[src/sv/tclb_pkg.sv]
// Package for the text console line buffer: types, field widths and codes.
package tclb_pkg;

  localparam int DEF_ROWS    = 22;
  localparam int DEF_COLUMNS = 62;

  localparam int CMD_W  = 3;
  localparam int CHAR_W = 8;
  localparam int ROW_W  = 5;
  localparam int COL_W  = 6;

  localparam logic [CMD_W-1:0] CMD_PUT   = 3'd0;
  localparam logic [CMD_W-1:0] CMD_KEY   = 3'd1;
  localparam logic [CMD_W-1:0] CMD_CLEAR = 3'd2;
  localparam logic [CMD_W-1:0] CMD_LOCK  = 3'd3;
  localparam logic [CMD_W-1:0] CMD_READ  = 3'd4;

  localparam logic [CHAR_W-1:0] CH_NUL       = 8'd0;
  localparam logic [CHAR_W-1:0] CH_BACKSPACE = 8'd8;
  localparam logic [CHAR_W-1:0] CH_NEWLINE   = 8'd10;
  localparam logic [CHAR_W-1:0] CH_SPACE     = 8'd32;
  localparam logic [CHAR_W-1:0] CH_DEL       = 8'd127;

  typedef struct packed {
    logic [CMD_W-1:0]  command;
    logic [CHAR_W-1:0] character;
    logic [ROW_W-1:0]  read_row;
    logic [COL_W-1:0]  read_column;
  } request_t;

  typedef struct packed {
    logic [CHAR_W-1:0] read_char;
    logic [ROW_W-1:0]  cursor_row;
    logic [COL_W-1:0]  cursor_column;
    logic              changed;
  } result_t;

  typedef struct packed {
    logic capture;
    logic execute;
    logic finish;
  } ctl_cmd_t;

  typedef struct packed {
    logic is_read;
  } ctl_status_t;

endpackage

[src/sv/tclb_ctrl.sv]
// Controller state machine: capture, execute and read-finish sequencing.
module tclb_ctrl (
  input  logic                  clk,
  input  logic                  rst,
  input  logic                  start,
  input  tclb_pkg::ctl_status_t status,
  output tclb_pkg::ctl_cmd_t    cmd,
  output logic                  busy,
  output logic                  done
);
  import tclb_pkg::*;

  localparam logic [1:0] S_IDLE = 2'd0;
  localparam logic [1:0] S_EXEC = 2'd1;
  localparam logic [1:0] S_READ = 2'd2;

  logic [1:0] state;
  logic [1:0] state_next;
  logic       done_next;

  always_comb begin
    state_next  = state;
    done_next   = 1'b0;
    cmd.capture = 1'b0;
    cmd.execute = 1'b0;
    cmd.finish  = 1'b0;
    unique case (state)
      S_IDLE: begin
        if (start) begin
          cmd.capture = 1'b1;
          state_next  = S_EXEC;
        end
      end
      S_EXEC: begin
        cmd.execute = 1'b1;
        if (status.is_read) begin
          state_next = S_READ;
        end else begin
          state_next = S_IDLE;
          done_next  = 1'b1;
        end
      end
      S_READ: begin
        cmd.finish = 1'b1;
        state_next = S_IDLE;
        done_next  = 1'b1;
      end
      default: begin
        state_next = S_IDLE;
      end
    endcase
  end

  always_ff @(posedge clk) begin
    if (rst) begin
      state <= S_IDLE;
      done  <= 1'b0;
    end else begin
      state <= state_next;
      done  <= done_next;
    end
  end

  assign busy = (state != S_IDLE);

endmodule

[config.mk]
export PLATFORM = sky130hd
export DESIGN_NAME = tclb_ctrl
export DESIGN_NICKNAME = d
export VERILOG_FILES = /design/src/sv/tclb_pkg.sv /design/src/sv/tclb_ctrl.sv
export SDC_FILE = /design/constraint.sdc
export NUM_CORES = 1
export LEC_CHECK = 0
export BUFFER_PORTS_ARGS = -buffer_cell sky130_fd_sc_hd__buf_2
export CAP_MARGIN = 20
export CORE_AREA = 2 2 39 41
export CTS_BUF_LIST = sky130_fd_sc_hd__clkbuf_8
export CTS_CLUSTER_SIZE = 30
export DETAILED_ROUTE_END_ITERATION = 8
export DIE_AREA = 0 0 41 43
export GPL_ROUTABILITY_DRIVEN = 1
export PLACE_DENSITY_LB_ADDON = 0.08
export SLEW_MARGIN = 30
export SYNTH_ARGS = -nofsm -noshare
export SYNTH_HDL_FRONTEND = slang
export SYNTH_SLANG_ARGS = --single-unit
[constraint.sdc]
create_clock -name clk -period 1.1 [get_ports clk]
set_input_delay 0.165 -clock clk [delete_from_list [all_inputs] [get_ports clk]]
set_output_delay 0.165 -clock clk [all_outputs]
set_load 0.005 [all_outputs]
; ---- Word level (Yosys, flattened, before mapping)
; Cells that the tools add are included.
[word_totals]
ff_bits = 3
in_bits = 4
out_inout_bits = 5
elab_cells = 16
[op_classes]
n_eq_ne = 3
mux = 9
reduce_logical = 2
[ops]
columns = cell, n
row1 = two-way mux 1 bit, 5
row2 = two-way mux 2 bit, 2
row3 = case mux 2 bit (2 select lines), 1
row4 = "equality test 2 x 1 -> 1 bit, second input constant", 1
row5 = "equality test 2 bit, second input constant", 1
row6 = logical NOT 2 bit, 1
row7 = "inequality test 2 bit, second input constant", 1
row8 = case mux 1 bit (2 select lines), 1
row9 = nonzero test 2 bit, 1

; ---- Longest topological paths before layout
[logic_depth]
word_depth = 2
ltp_mapped = 5
mapped_depth_nobuf = 5

; ---- Worst setup path after synthesis
; No wires, ideal clock.
[synth_path]
path_type = flip-flop to flip-flop
from = register state[0]
to = register state[0]
setup_ns = 0.114
t_arrival_ns = 0.954
setup_slack_ns = 0.032
stages_incl_launch_ff = 6
n_path_buf = 0
period_less_slack_ns = 1.068
cell_sequence = dfxtp_1 > inv_1 > ha_1 > nand2b_4 > mux2i_1 > nor2_1
[synth_via]
elab_chain_len = 2
[synth_lines]
columns = element, line_no
row1 = from (decl), tclb_ctrl.sv:17  ; logic [1:0] state;
row2 = from (signal assigned), tclb_ctrl.sv:59  ; state <= state_next;
row3 = equality test 2 x 1 -> 1 bit / logical NOT 2 bit (equally long branches), tclb_ctrl.sv:27  ; unique case (state)
row4 = case mux 2 bit (2 select lines) / inequality test 2 bit (equally long branches), -
; Parallel ways exist; a longest one is shown, timed or not.
; A chain may end at the register's enable or synchronous reset.

==> impl_results.md <==
- Yosys reg bits: 3
- Vias in the first global route: roughly 200
- Slew margin rel.: 0.888
- CTS max path bufs: 2
- Synth top area share: 0.311
- Top cells by area, synth: ha_1 31%, dfxtp_1 30%, inv_1 7.5%
- Count of final max-slew check failures: 0
- Final Setup Violations: 3
- Synth area leader: ha_1
- Level count of the clock H-tree: 1
- Num CTS Buffers: 3
- Worst skew pair latency: 0.21 ns
- Largest net degree at the start of global routing: 4
- Layout cells sized above 1: 0.700
- Synth Warn #: 0
- Via Count: roughly 200
- Setup TNS: -0.140 ns
- GRT Overall Usage: 0.0711
- Initial core utilization: 0.146
- EDFF count, synth: 0
- Via/cell ratio: about 3.5
- Seq/Total Area, Yosys: 0.298
- Final WS setup: -0.0607 ns
- Global route total overflow: 0
- Skew final: 0.00139 ns
- Most common cell in the netlist: ha_1
- Failing checks: setup timing
- Startpoint types: flip-flop
- Die Area: between 0.0015 and 0.002 mm2
- Worst-path fanout max: 3
- Status: finished, violations left
- Final hold violation count: 0
- DR pass1 iterations: 2
- Peak VDD IR: 0.000452 V
- Area Overhead vs Synth: 111%
- Pwr Density: approximately 1400 mW/mm2
- Synthesized area per cell: 9.59 um2
- CP Data Arrival Time: 1.00 ns
- Synthesized cell area: approximately 200 um2
- First-pass GRT wire length: 765 um
- DIE HEIGHT: ~43 um
- Mapped Nets: 30
- Final net count: 50
- Root Buffer: clkbuf_8
- Post-route ant nets: 0
- Unrepaired setup endpoints after global routing: true
- Crit share post-route: 1.06
- WL per Instance: approximately 8.4 um
- Fmax: roughly 860 MHz
- # IOs: 9
- HP Class: input port to flip-flop
- Post-route DRC: 0
- # port buffers: 8
- Setup crit end kind: output pin
- Post-synth top flop: dfxtp_1
- Final Critical Period: roughly 1.2 ns
- Drt total wl: 468 um
- Hpwl dp: roughly 350 um
- Diode count: 0
- Tightest Pin Transition: approximately 0.17 ns
- Synth cell count leaders: 5 x ha_1, 4 x inv_1, 3 x dfxtp_1
- CP required: around 0.94 ns
- Ys async rst share: 0
- DR iter-0 viols: 3
- Initial antenna violation count: 0
- Synth cell types: 11
- TritonCTS sink count: 3
- Clock transition at path regs: around 0.03 ns
- CORE AREA: ~0.0014 mm2
- Maxcap violations: 0
- Kind of critical path: flip-flop to output pin
- Final hold slack: 0.138 ns
- DIE WIDTH: 41 um
- Placement Rows: 14
- P_leak: a little over 0.2 nW
- TritonCTS clock tree: built
- Syn Inst Count: 21
- Final standard cell area without fillers: around 430 um2
- Post-DP Area: 292 um2
- Gpl congestion: approximately 0.58
[area by class of cell]
class	instances	area (um2)
fillers	151	958
multi-input cells	14	168
repair buffers	15	113
flip-flops and latches	3	62.6
clock buffers	3	41.3
well taps	16	20.0
inverters	4	17.5
clock inverters	1	3.75
[path summary, 6_finish.rpt]
| kind | start | to | slack [ns] | cells after the start |
|---|---|---|---|---|
| max | state[1] | cmd[2] | -0.06 | 4 |
| min | rst | state[0] | 0.14 | 2 |
| max reg2reg | state[1] | state[0] | 0.04 | 6 |
| min reg2reg | state[0] | state[0] | 0.66 | 3 |
[kinds of logic after synthesis]
| logic type | share of synthesized area |
|---|---|
| AO/OA/AOI/OAI | 0.0497 |
| adder cells (fa/ha/maj) | 0.311 |
| buffers and inverters | 0.0745 |
| flip-flops | 0.298 |
| multiplexers | 0.0497 |
| AND/OR/NAND/NOR | 0.217 |
[sequential cells by signal, indices dropped and copies added (netlist names)]
register	flops
done	1
state	2
[critical path, cell delays in order (launching register included)]
cell and delay (ns):
dfxtp_2 0.34, inv_4 0.05, ha_4 0.16, and2_4 0.13, buf_6 0.10
[metal layers]
layer | vias to the layer above | wire, um | global-route usage
met3 | 0 | 36 | 0.0314
met5 | - | 0 | 0
li1 | 106 | - | -
met2 | 6 | 251 | 0.0938
met1 | 86 | 179 | 0.0735
met4 | 0 | 0 | 0.0800
[report_power, final]
part           internal (mW)  total, mW  switching, mW  leakage (nW)
Sequential             0.120      0.126        0.00564        0.0253
Combinational          0.103      0.177         0.0739         0.155
Clock                  0.237      0.308         0.0706        0.0269
Total                  0.461      0.611          0.150         0.207
[metrics by stage]
step	total power, mW	setup slack (ns)	utilization	instances
2_1_floorplan	0.192	0.0317	-	21
3_3_place_gp	0.252	-0.0472	0.211	49
3_5_place_dp	0.252	-0.0212	0.211	49
4_1_cts	0.619	-0.0676	0.296	55
5_1_grt	0.654	-0.0950	0.307	56
6_report	0.611	-0.0607	0.307	56
[layout by cell type, fill, tap and decap left out]
cell	instances
a21oi_1	2
and2_4	1
buf_2	6
buf_4	5
buf_6	4
clkbuf_8	3
dfxtp_1	1
dfxtp_2	2
ha_1	1
ha_2	1
ha_4	3
inv_1	3
inv_2	1
inv_4	1
mux2i_1	1
nand2b_4	1
nand3_1	1
nor2_1	1
nor3b_1	1
or2_0	1
[what timing repair did]
| item | 4_1_cts | 5_1_grt |
|---|---|---|
| setup endpoints to repair | 5 | 5 |
| gates resized for setup | 14 | 3 |
| setup buffers | 2 | 1 |
| cloned | 0 | 0 |
| hold buffers | 0 | 0 |
| pin swaps | 3 | 2 |
Power figures use the tool's default switching activity.
